**src/design/cpop_pkg.sv**
```systemverilog
// shared types and constants of the polynomial circle octant plotter
package cpop_pkg;

    // default centre coordinate width
    localparam int COORD_BITS_DEF = 10;
    // fixed field widths
    localparam int RADIUS_BITS    = 9;
    localparam int COLUMN_BITS    = 10;
    localparam int PIXEL_BITS     = 12;
    localparam int NUM_POINTS     = 8;

    // configuration register indexes
    localparam logic [1:0] CFG_CENTER_X = 2'd0;
    localparam logic [1:0] CFG_CENTER_Y = 2'd1;
    localparam logic [1:0] CFG_RADIUS   = 2'd2;

    // sequencer states
    typedef enum logic [2:0] {
        ST_IDLE,
        ST_LOAD,
        ST_SQRT,
        ST_ROUND,
        ST_EMIT
    } state_t;

endpackage

```
**src/design/circle_polynomial_octant_plot_top.sv**
```systemverilog
// circle plotter top level: column sequencer, digit-serial square root, point emitter
//
// Every accepted input transaction (s_tdata[0] = start_req) plots one column x of one
// octant: the block forms r*r - x*x, takes its square root rounded to nearest in a
// restoring square root that retires one result bit (two radicand bits) per cycle, and
// then sends the eight mirrored points, one output transaction per cycle while m_tready
// is high. A column passes through accepting the transaction, forming the radicand,
// RADIUS_BITS = 9 root steps, a rounding step and eight output transactions. The last
// point of a column may wait in the output register while the next column is already
// being worked on. An advance with no plot in progress, or a start with radius 0, is
// taken and gives no output. m_tlast marks the eighth point of a column and m_tuser is
// set on all points of the final column. Configuration writes are always taken and
// belong to times when no column is being worked on.
module circle_polynomial_octant_plot_top #(
    parameter int COORD_BITS = cpop_pkg::COORD_BITS_DEF,
    localparam int CFG_BITS  = (COORD_BITS > cpop_pkg::RADIUS_BITS) ?
                               COORD_BITS : cpop_pkg::RADIUS_BITS
) (
    input  logic                aclk,
    input  logic                aresetn,
    // input stream
    input  logic                s_tvalid,
    output logic                s_tready,
    input  logic [7:0]          s_tdata,   // [0] start_req, [7:1] zero
    // result stream
    output logic                m_tvalid,
    input  logic                m_tready,
    output logic [23:0]         m_tdata,   // [11:0] pixel_x, [23:12] pixel_y
    output logic                m_tlast,   // last_point
    output logic                m_tuser,   // [0] finished
    // configuration writes
    input  logic                cfg_valid,
    output logic                cfg_ready,
    input  logic [1:0]          cfg_index,
    input  logic [CFG_BITS-1:0] cfg_data
);

    localparam int RAD_W   = cpop_pkg::RADIUS_BITS;
    localparam int COL_W   = cpop_pkg::COLUMN_BITS;
    localparam int PIX_W   = cpop_pkg::PIXEL_BITS;
    localparam int SQ_W    = 2 * RAD_W;           // radicand width
    localparam int XX_W    = 2 * COL_W;           // square of the column
    localparam int NXX_W   = XX_W + 1;
    localparam int PREM_W  = RAD_W + 1;           // partial remainder
    localparam int PART_W  = PREM_W + 2;
    localparam int Y_W     = RAD_W + 1;
    localparam int STEP_W  = $clog2(RAD_W);
    localparam int IDX_W   = $clog2(cpop_pkg::NUM_POINTS);
    localparam logic [STEP_W-1:0] LastStep = STEP_W'(RAD_W - 1);
    localparam logic [IDX_W-1:0]  LastIdx  = IDX_W'(cpop_pkg::NUM_POINTS - 1);

    // control state
    cpop_pkg::state_t         state_reg, state_next;
    logic [COORD_BITS-1:0]    cx_reg, cx_next;
    logic [COORD_BITS-1:0]    cy_reg, cy_next;
    logic [RAD_W-1:0]         radius_reg, radius_next;
    logic [COL_W-1:0]         column_reg, column_next;
    logic [XX_W-1:0]          xx_reg, xx_next;
    logic                     active_reg, active_next;
    logic                     valid_reg, valid_next;
    logic [STEP_W-1:0]        step_reg, step_next;
    logic [IDX_W-1:0]         idx_reg, idx_next;

    // datapath
    logic [SQ_W-1:0]          rad_sh_reg, rad_sh_next;
    logic [SQ_W-1:0]          rem_reg, rem_next;
    logic [PREM_W-1:0]        prem_reg, prem_next;
    logic [RAD_W-1:0]         root_reg, root_next;
    logic                     fin_reg, fin_next;
    logic [Y_W-1:0]           y_reg, y_next;
    logic [PIX_W-1:0]         px_reg, px_next;
    logic [PIX_W-1:0]         py_reg, py_next;
    logic                     last_reg, last_next;
    logic                     outfin_reg, outfin_next;

    // combinational helpers
    logic                     in_xfer;
    logic                     start_req;
    logic [SQ_W-1:0]          rr;
    logic [PART_W-1:0]        part;
    logic [PART_W-1:0]        trial;
    logic                     ge;
    logic [NXX_W-1:0]         nxx;
    logic [PIX_W-1:0]         cx_w, cy_w, a_w, b_w;
    logic                     load;

    assign cfg_ready = 1'b1;
    assign s_tready  = (state_reg == cpop_pkg::ST_IDLE);
    assign in_xfer   = s_tvalid && s_tready;
    assign start_req = s_tdata[0];

    assign m_tvalid  = valid_reg;
    assign m_tdata   = {py_reg, px_reg};
    assign m_tlast   = last_reg;
    assign m_tuser   = outfin_reg;

    // r*r term of the radicand r*r - x*x, which is clamped at zero when loaded
    assign rr = SQ_W'(radius_reg) * SQ_W'(radius_reg);

    // one restoring square root step: two radicand bits in, one root bit out
    assign part  = {prem_reg, rad_sh_reg[SQ_W-1 -: 2]};
    assign trial = PART_W'({root_reg, 2'b01});
    assign ge    = (part >= trial);

    // (x+1)^2 from x^2
    assign nxx = NXX_W'(xx_reg) + NXX_W'({column_reg, 1'b1});

    // point operands: swap for the second half, negate per quadrant bit
    assign cx_w = PIX_W'(cx_reg);
    assign cy_w = PIX_W'(cy_reg);
    assign a_w  = idx_reg[2] ? PIX_W'(y_reg) : PIX_W'(column_reg);
    assign b_w  = idx_reg[2] ? PIX_W'(column_reg) : PIX_W'(y_reg);

    assign load = !valid_reg || m_tready;

    // configuration register writes
    always_comb begin
        cx_next     = cx_reg;
        cy_next     = cy_reg;
        radius_next = radius_reg;
        if (cfg_valid && cfg_ready) begin
            unique case (cfg_index)
                cpop_pkg::CFG_CENTER_X: cx_next     = cfg_data[COORD_BITS-1:0];
                cpop_pkg::CFG_CENTER_Y: cy_next     = cfg_data[COORD_BITS-1:0];
                cpop_pkg::CFG_RADIUS:   radius_next = cfg_data[RAD_W-1:0];
                default: ;
            endcase
        end
    end

    // sequencer: next state and datapath loads
    always_comb begin
        state_next  = state_reg;
        column_next = column_reg;
        xx_next     = xx_reg;
        active_next = active_reg;
        valid_next  = valid_reg && !m_tready;
        step_next   = step_reg;
        idx_next    = idx_reg;
        rad_sh_next = rad_sh_reg;
        rem_next    = rem_reg;
        prem_next   = prem_reg;
        root_next   = root_reg;
        fin_next    = fin_reg;
        y_next      = y_reg;
        px_next     = px_reg;
        py_next     = py_reg;
        last_next   = last_reg;
        outfin_next = outfin_reg;

        unique case (state_reg)
            cpop_pkg::ST_IDLE: begin
                if (in_xfer) begin
                    if (start_req) begin
                        column_next = '0;
                        xx_next     = '0;
                        active_next = (radius_reg != '0);
                        if (radius_reg != '0) begin
                            state_next = cpop_pkg::ST_LOAD;
                        end
                    end else if (active_reg) begin
                        state_next = cpop_pkg::ST_LOAD;
                    end
                end
            end

            cpop_pkg::ST_LOAD: begin
                rem_next    = (SQ_W + 2)'(rr) > (SQ_W + 2)'(xx_reg) ?
                              SQ_W'(rr - SQ_W'(xx_reg)) : '0;
                rad_sh_next = (SQ_W + 2)'(rr) > (SQ_W + 2)'(xx_reg) ?
                              SQ_W'(rr - SQ_W'(xx_reg)) : '0;
                prem_next   = '0;
                root_next   = '0;
                step_next   = '0;
                state_next  = cpop_pkg::ST_SQRT;
            end

            cpop_pkg::ST_SQRT: begin
                prem_next   = ge ? PREM_W'(part - trial) : PREM_W'(part);
                root_next   = {root_reg[RAD_W-2:0], ge};
                rad_sh_next = {rad_sh_reg[SQ_W-3:0], 2'b00};
                fin_next    = !(nxx < NXX_W'(rem_reg));
                step_next   = step_reg + 1'b1;
                if (step_reg == LastStep) begin
                    state_next = cpop_pkg::ST_ROUND;
                end
            end

            cpop_pkg::ST_ROUND: begin
                // round up when the remainder exceeds the floor root
                y_next     = Y_W'(root_reg) +
                             Y_W'(PREM_W'(prem_reg) > PREM_W'(root_reg));
                idx_next   = '0;
                state_next = cpop_pkg::ST_EMIT;
            end

            cpop_pkg::ST_EMIT: begin
                if (load) begin
                    valid_next  = 1'b1;
                    px_next     = idx_reg[0] ? cx_w - a_w : cx_w + a_w;
                    py_next     = idx_reg[1] ? cy_w - b_w : cy_w + b_w;
                    last_next   = (idx_reg == LastIdx);
                    outfin_next = fin_reg;
                    idx_next    = idx_reg + 1'b1;
                    if (idx_reg == LastIdx) begin
                        state_next = cpop_pkg::ST_IDLE;
                        if (fin_reg) begin
                            active_next = 1'b0;
                            column_next = '0;
                            xx_next     = '0;
                        end else begin
                            column_next = column_reg + 1'b1;
                            xx_next     = XX_W'(nxx);
                        end
                    end
                end
            end

            default: state_next = cpop_pkg::ST_IDLE;
        endcase
    end

    // control registers
    always_ff @(posedge aclk) begin
        if (!aresetn) begin
            state_reg  <= cpop_pkg::ST_IDLE;
            cx_reg     <= '0;
            cy_reg     <= '0;
            radius_reg <= '0;
            column_reg <= '0;
            xx_reg     <= '0;
            active_reg <= 1'b0;
            valid_reg  <= 1'b0;
            step_reg   <= '0;
            idx_reg    <= '0;
        end else begin
            state_reg  <= state_next;
            cx_reg     <= cx_next;
            cy_reg     <= cy_next;
            radius_reg <= radius_next;
            column_reg <= column_next;
            xx_reg     <= xx_next;
            active_reg <= active_next;
            valid_reg  <= valid_next;
            step_reg   <= step_next;
            idx_reg    <= idx_next;
        end
    end

    // datapath registers
    always_ff @(posedge aclk) begin
        rad_sh_reg <= rad_sh_next;
        rem_reg    <= rem_next;
        prem_reg   <= prem_next;
        root_reg   <= root_next;
        fin_reg    <= fin_next;
        y_reg      <= y_next;
        px_reg     <= px_next;
        py_reg     <= py_next;
        last_reg   <= last_next;
        outfin_reg <= outfin_next;
    end

    // a column is only worked on while a plot is in progress
    a_busy_active: assert property (@(posedge aclk) disable iff (!aresetn)
        (state_reg != cpop_pkg::ST_IDLE) |-> active_reg)
        else $error("column sequencer busy without a plot in progress");

    // no plot in progress means the column walk is back at zero
    a_idle_column: assert property (@(posedge aclk) disable iff (!aresetn)
        !active_reg |-> (column_reg == '0 && xx_reg == '0))
        else $error("column state not cleared outside a plot");

    // the running square of the column tracks the column
    a_square_track: assert property (@(posedge aclk) disable iff (!aresetn)
        active_reg |-> (xx_reg == XX_W'(column_reg) * XX_W'(column_reg)))
        else $error("running column square out of step");

    // the root iteration never runs past its last step
    a_step_range: assert property (@(posedge aclk) disable iff (!aresetn)
        (state_reg == cpop_pkg::ST_SQRT) |-> (step_reg <= LastStep))
        else $error("square root step count out of range");

endmodule

```
**config.mk**
```make
export PLATFORM = sky130hd
export DESIGN_NAME = circle_polynomial_octant_plot_top
export DESIGN_NICKNAME = d
export VERILOG_FILES = /design/src/design/cpop_pkg.sv /design/src/design/circle_polynomial_octant_plot_top.sv
export SDC_FILE = /design/constraint.sdc
export NUM_CORES = 1
export LEC_CHECK = 0
export BUFFER_PORTS_ARGS = -buffer_cell sky130_fd_sc_hd__clkbuf_2
export CAP_MARGIN = 20
export CORE_UTILIZATION = 46
export CTS_BUF_LIST = sky130_fd_sc_hd__clkbuf_4 sky130_fd_sc_hd__clkbuf_8
export DETAILED_ROUTE_END_ITERATION = 6
export PLACE_DENSITY = 0.65
export SLEW_MARGIN = 20
export SYNTH_ARGS = -nofsm -noshare
export SYNTH_HDL_FRONTEND = slang
export SYNTH_SLANG_ARGS = --single-unit
```
**constraint.sdc**
```tcl
create_clock -name aclk -period 7.1 [get_ports aclk]
set_clock_uncertainty 0.2 [all_clocks]
set_input_delay 1.42 -clock aclk [delete_from_list [all_inputs] [get_ports aclk]]
set_output_delay 1.42 -clock aclk [all_outputs]
set_load 0.01 [all_outputs]
```
==> summary.txt, run 1 <==
Outcome
  – Status: complete, no violations

Hold path
  – HP Class: flop to flop

STA
  – Hold Violations, Final: 0
  – Slack of the critical path: 0.336 ns
  – Post-route minimum period: between 6 and 7 ns
  – Final-report setup violation count: 0
  – Max Clk Rate: between 100 and 150 MHz
  – Least-Margin Pin Slew: about 1 ns
  – Tcrit/Tclk final: 0.953
  – Worst slew margin: 0.333
  – Final Max Slew Viols: 0

Clock tree
  – Clock buffer depth: 2
  – Clk sink count: ~160
  – Latest clock arrival within the worst-skew pair: approximately 0.47 ns
  – Reg clk slew, reported paths: 0.10 ns
  – TritonCTS Buffers: 17
  – Root buffer cell: clkbuf_8
  – CTS Hold Buffers Added: 0
  – CTS tree: yes
  – Total number of H-tree levels: 4

GRT
  – Global-route wire length before repair: approximately 46 mm
  – Pin count of the biggest net entering global routing: between 50 and 60
  – Initial antenna violation count: 0
  – Total GRT Usage: 0.202
  – Vias in the first global route: between 9000 and 10000
  – GRT overflow: 0

Critical path
  – Worst path bufs/invs: 6
  – CP max FO: 28
  – Worst setup SP type: flop
  – Worst endpoint data arrival time: approximately 6.8 ns
  – Most common cell on crit path: inv_1
  – Cells along the critical path: and2_1 -> inv_1 -> fa_2 -> inv_1 -> fa_1 -> inv_1 -> fa_1 -> fa_1 -> inv_1 -> ha_1 -> o21a_1 -> a2111oi_2 -> buf_4 -> o21ai_0 -> a31o_2 -> a21oi_1 -> xnor2_1 -> ha_2 -> nand4_1 -> or2_2 -> o221a_4 -> or2_1 -> buf_12 -> o31ai_1
  – Critical path capture point type: flop
  – Cell family with most CP delay: adder cells
  – Slowest stage cell, crit path: fa_2
  – Largest stage delay on the critical path: a little over 0.6 ns
  – CP Class: flop to flop
  – CP Data Required Time: approximately 7 ns

Layout
  – Fin cells: between 1500 and 2000
  – Fillers: 2537
  – NumNets Final: between 1500 and 2000
  – Synth-to-Final Area Change: 8.95%
  – Number of diodes: 0
  – Share of layout cells above drive strength 1: 0.0955
  – Max reg flops: 20

Placed design
  – Final GP Congestion: about 0.9
  – Placed Cells: 1763
  – Worst slack, placed: ~0.28 ns
  – Port Buf Inserts: 45
  – Final HPWL DP: around 22 mm

Die
  – Initial Util: 0.471
  – Die span in x: ~170 um
  – Ports: between 50 and 60
  – Core area: roughly 27000 um2
  – Chip Height: roughly 170 um
  – FP Rows: 60
  – Die Area: between 20000 and 30000 um2

Power
  – Pwr dens: roughly 150 nW/um2
  – Peak supply drop: between 0.1 and 0.15 mV
  – Leakage: roughly 6.2 nW

Routing
  – Vias per cell: around 5.4
  – Detailed Route WL: 27.9 mm
  – Antenna Violating Nets Remaining: 0
  – Via count: ~9600
  – Routed len/inst: 15.5 um
  – Initial DRC count: 632
  – DRC viols: 0
  – Pre-Repair DR Iteration Count: 5

Logic synthesis
  – Top_reg_cell synth: edfxtp_1
  – Syn_area_per_cell: between 9 and 10 um2
  – Seq cells post-synth: between 150 and 200
  – Synth top area share: 0.216
  – Main area contributors after synthesis: edfxtp_1 (22%), ha_1 (14%), dfxtp_1 (11%)
  – FFs w/ async S/R, synth: 0
  – Netlist cell types: 74
  – Most numerous cell in the Yosys netlist: inv_1
  – Gate Count Post-Synth: roughly 1400
  – Dominant cell type by area after synthesis: edfxtp_1
  – Synth Warn #: 0
  – Synth cell count leaders: inv_1 (163), ha_1 (138), nor2_1 (96), edfxtp_1 (92), a21oi_1 (76)
  – Synthesized area: approximately 13000 um2
  – Syn nets: about 1600
  – Number of enable flip-flop cells after synthesis: slightly above 90
  – Sequential element share of the synthesized area: 0.328

Job
  – Max-cap violations: 0
timing repair:
action	4_1_cts	5_1_grt
resized for setup	0	9
setup buffers	0	1
setup endpoints to repair	0	34
layout by cell type, fill, tap and decap left out, types with 51 or more instances in the layout:
cell type  instances
inv_1            163
ha_1             137
nor2_1            96
edfxtp_1          92
a21oi_1           76
nand2_1           74
dfxtp_1           70
xnor2_1           58
nor2b_1           58
mux2i_1           56
o21ai_0           51
cell families after synthesis:
family	count (synthesis)	share of synthesized area
buffers and inverters	204	0.0621
AO/OA/AOI/OAI	287	0.152
flip-flops	163	0.328
AND/OR/NAND/NOR	389	0.156
adder cells (fa/ha/maj)	177	0.196
XOR/XNOR	84	0.0576
other	1	0.000294
multiplexers	60	0.0475
final cells by class:
cell class | instances | area [um2] | share of cell area
multi-input cells | 998 | 7830 | 0.563
inverters | 166 | 623 | 0.0448
clock inverters | 13 | 166 | 0.0120
well taps | 372 | 465 | 0.0335
clock buffers | 19 | 249 | 0.0179
repair buffers | 65 | 388 | 0.0279
flip-flops and latches | 163 | 4190 | 0.301
path summary, 6_finish.rpt:
kind,start,endpoint,slack [ns],cells past startpoint
setup / recovery,radius_reg[6],rad_sh_reg[4],0.34,24
hold reg to reg,xx_reg[16],xx_reg[16],0.29,1
setup reg to reg,radius_reg[6],rad_sh_reg[4],0.34,24
hold / removal,xx_reg[16],xx_reg[16],0.29,1
layer usage:
metal	part of all wire	vias up	track usage	wire, um
li1	-	4871	-	-
met1	0.51	4542	0.285	14100
met2	0.45	183	0.322	12400
met3	0.036	23	0.0309	1020
met4	0.012	0	0.0522	323
met5	0	-	0	0
report_power, final:
group          internal, mW  switching, mW  leakage [nW]
registers              1.04         0.0190          1.42
clock network         0.334          0.388         0.211
logic                 0.155          0.220          4.58
stage by stage:
step / power [mW] / util / hold slack [ns] / TNS [ns] / area, um2
final: 2.15 / 0.513 / 0.293 / 0 / 13900
after global routing: 2.25 / 0.513 / 0.343 / -0.0321 / 13900
after CTS: 2.17 / 0.511 / 0.294 / 0 / 13900
after detailed placement: 1.45 / 0.496 / 0.269 / 0 / 13400
after global placement: 1.44 / 0.496 / 0.266 / 0 / 13400
after floorplan: 1.36 / - / 0.237 / 0 / 12800
Power figures use the tool's default switching activity.
==> run 2: changes to the inputs <==
--- a/config.mk
+++ b/config.mk
@@ -5,6 +5,7 @@
 export SDC_FILE = /design/constraint.sdc
 export NUM_CORES = 1
 export LEC_CHECK = 0
+export ABC_AREA = 1
 export BUFFER_PORTS_ARGS = -buffer_cell sky130_fd_sc_hd__clkbuf_2
 export CAP_MARGIN = 20
 export CORE_UTILIZATION = 46
==> run 2 against run 1 <==
Compared with the run above:
- synthesized cell count up 37%
- final area grew 5.9%
- worst setup slack improved by 0.26 ns
- area after synthesis grew 7.9%
- first-iteration DRC count up 41%
==> summary.txt, run 2 <==
Layout
  – Number of diodes: 0 (unchanged)
  – Synth-to-Final Area Change: 7.03%
  – Max reg flops: 20 (unchanged)
  – NumNets Final: 2096 (+30%)
  – Commonest non-fill, non-tap cell in the layout: nand2_1
  – Fin cells: 2291 (+28%)
  – Fillers: 2912 (+15%)
  – Most frequent cells in the layout: nand2_1 (437), inv_1 (340), nor2_1 (155)
  – Share of layout cells above drive strength 1: 0.0708 (-0.0247)

Logic synthesis
  – Main area contributors after synthesis: edfxtp_1 (20%), ha_1 (13%), nand2_1 (12%)
  – Syn nets: 2072 (+32%)
  – Gate Count Post-Synth: 1870 (+37%)
  – Synth top area share: 0.201 (-0.0158)
  – Dominant cell type by area after synthesis: edfxtp_1
  – Synthesized area: 13800 um2 (+7.9%)
  – Number of enable flip-flop cells after synthesis: 92 (unchanged)
  – Top_reg_cell synth: edfxtp_1
  – Netlist cell types: 47 (-36%)
  – Sequential element share of the synthesized area: 0.304 (-0.0239)
  – Most numerous cell in the Yosys netlist: nand2_1
  – FFs w/ async S/R, synth: 0 (unchanged)
  – Synth Area in Compound Gates: 0.104 (-0.0478)
  – Post-Synth Simple-Gate Area: 0.247 (+0.0908)
  – Xor-xnor portion of the synthesized cell area: 0.0477 (-0.00992)
  – Post-Synth Adder-Cell Area: 0.182 (-0.0143)
  – Largest family of logic cells by synthesized area: simple AND/OR/NAND/NOR gates
  – Synth Warn #: 0 (unchanged)
  – Seq cells post-synth: 163 (unchanged)
  – Synth cell count leaders: nand2_1 (437), inv_1 (340), nor2_1 (157), ha_1 (138), a21oi_1 (123)
  – Syn_area_per_cell: 7.36 um2 (-21%)
  – Mux share of post-synthesis cell area: 0.00145 (-0.0460)

Die
  – Initial Util: 0.473 (+0.00225)
  – FP Rows: 62 (+3.3%)
  – Chip Height: 175 um (+3.8%)
  – Die Area: 30600 um2 (+7.8%)
  – Core area: 29100 um2 (+7.3%)
  – Die span in x: 175 um (+3.8%)
  – Ports: 54 (unchanged)

Routing
  – Pre-Repair DR Iteration Count: 6 (+1)
  – Antenna Violating Nets Remaining: 0 (unchanged)
  – DRC viols: 0 (unchanged)
  – Routed len/inst: 14.4 um (-7.3%)
  – Via count: 11720 (+22%)
  – Detailed Route WL: 33.0 mm (+18%)
  – Initial DRC count: 891 (+41%)
  – Vias per cell: 5.12 (-4.5%)

Power
  – Peak supply drop: 0.135 mV (+22%)
  – Pwr Total: 3.13 mW (+46%)
  – Leakage: 7.54 nW (+21%)
  – Pwr dens: 213 nW/um2 (+37%)

STA
  – Final Max Slew Viols: 0 (unchanged)
  – Setup TNS Final: 0 ns (unchanged)
  – Tcrit/Tclk final: 0.916 (-0.0363)
  – Hold Violations, Final: 0 (unchanged)
  – Post-route minimum period: 6.51 ns (-0.258 ns)
  – Least-Margin Pin Slew: 1.02 ns (+0.0404 ns)
  – Min Hold Slack: 0.287 ns (-0.00615 ns)
  – Max Clk Rate: 154 MHz (+4.0%)
  – Worst slew margin: 0.322 (-0.0109)
  – Final-report setup violation count: 0 (unchanged)
  – Setup repair after global routing missed its margin: no
  – Slack of the critical path: 0.593 ns (+0.258 ns)

Critical path
  – Largest stage delay on the critical path: 0.63 ns (about the same)
  – CP Class: flop to flop
  – CP Data Required Time: 7.14 ns (-0.04 ns)
  – Worst path bufs/invs: 5 (-1)
  – Worst endpoint data arrival time: 6.54 ns (-0.30 ns)
  – CP max FO: 13 (-54%)
  – Cell family with most CP delay: adder cells
  – Slowest stage cell, crit path: fa_1
  – Critical path capture point type: flop
  – Most common cell on crit path: nand2_1
  – Worst setup SP type: flop

Clock tree
  – TritonCTS Buffers: 17 (unchanged)
  – Clk sink count: 163 (unchanged)
  – Latest clock arrival within the worst-skew pair: 0.47 ns (about the same)
  – CTS Hold Buffers Added: 0 (unchanged)
  – Clock buffer depth: 2 (unchanged)
  – Post-CTS Resized: 0 (unchanged)
  – Reg clk slew, reported paths: 0.10 ns (about the same)
  – CTS tree: yes
  – Setup Buffers After CTS: 0 (unchanged)
  – Total number of H-tree levels: 4 (unchanged)
  – Root buffer cell: clkbuf_8

GRT
  – Global-route wire length before repair: 55.1 mm (+20%)
  – GRT overflow: 0 (unchanged)
  – Pin count of the biggest net entering global routing: 37 (-36%)
  – Total GRT Usage: 0.224 (+0.0224)
  – Vias in the first global route: 11099 (+21%)
  – Initial antenna violation count: 0 (unchanged)

Job
  – Max-cap violations: 0 (unchanged)

Placed design
  – Final GP Congestion: 0.922 (+3.9%)
  – Worst slack, placed: 0.624 ns (+0.348 ns)
  – Final HPWL DP: 26.4 mm (+21%)
  – Port Buf Inserts: 45 (unchanged)
  – Placed Cells: 2259 (+28%)

Outcome
  – Status: complete, no violations

Hold path
  – HP Class: flop to flop
run 2: cell count changes in the layout (fill, tap and decap cells not counted), moves of 20 or more:
cell	before	now
a21o_1	23	3
a21oi_1	76	123
inv_1	163	340
mux2i_1	56	2
nand2_1	74	437
nand3_1	23	87
nor2_1	96	155
nor2b_1	58	0
o21ai_0	51	103
xnor2_1	58	16
xor2_1	26	59
run 2: kinds of logic after synthesis:
family	count (synthesis)
adder cells (fa/ha/maj)	177
buffers and inverters	399
other	1
flip-flops	163
XOR/XNOR	75
AND/OR/NAND/NOR	786
AO/OA/AOI/OAI	267
multiplexers	2
run 2: worst paths after layout:
path	from	endpoint	slack, ns	cells after the start
worst min-delay path	step_reg[3]	step_reg[3]	0.29	1
worst min register to register	step_reg[3]	step_reg[3]	0.29	1
worst max register to register	radius_reg[6]	rad_sh_reg[6]	0.59	26
worst max-delay path	radius_reg[6]	rad_sh_reg[6]	0.59	26
run 2: layout make-up:
class                   instances  area, um2  area share
multi-input cells            1308       8030       0.545
well taps                     384        480      0.0326
flip-flops and latches        163       4180       0.284
clock buffers                  17        234      0.0159
clock inverters                15        178      0.0121
inverters                     349       1310      0.0889
repair buffers                 55        313      0.0212
run 2: per-stage QoR:
stage                     utilization  instance area, um2
final                           0.506               14700
after global routing            0.506               14700
after CTS                       0.506               14700
after detailed placement        0.492               14300
after global placement          0.492               14300
after floorplan                     -               13800
run 2: worst register-to-register path, cell delays in order, from the launching register on:
cell     delay, ns
dfxtp_1       0.61
nand2_1       0.18
fa_1          0.63
inv_1         0.08
fa_1          0.51
inv_1         0.05
fa_1          0.48
fa_1          0.55
inv_1         0.04
ha_1          0.34
nand2_1       0.10
o21ai_0       0.17
a21oi_1       0.09
o21ai_0       0.29
xor2_1        0.24
ha_1          0.34
a21oi_1       0.24
nand2_1       0.08
inv_1         0.07
nand2_1       0.07
nand2_1       0.07
nand3_2       0.07
nand2_2       0.38
buf_12        0.23
nor2_4        0.04
nand2_1       0.06
nand2_1       0.06
run 2: power by group:
| group | switching (mW) | internal, mW | leakage [nW] |
|---|---|---|---|
| Clock | 0.379 | 0.351 | 0.209 |
| Sequential | 0.0648 | 1.17 | 1.44 |
| Combinational | 0.784 | 0.386 | 5.89 |
| Total | 1.23 | 1.91 | 7.54 |
run 2: layer usage:
metal  vias up  global-route usage  routed length [um]
met1      5396               0.305               15700
met5         -                   0                   0
met2       273               0.377               15400
li1       6016                   -                   -
met4         0              0.0601                 593
met3        35              0.0250                1390
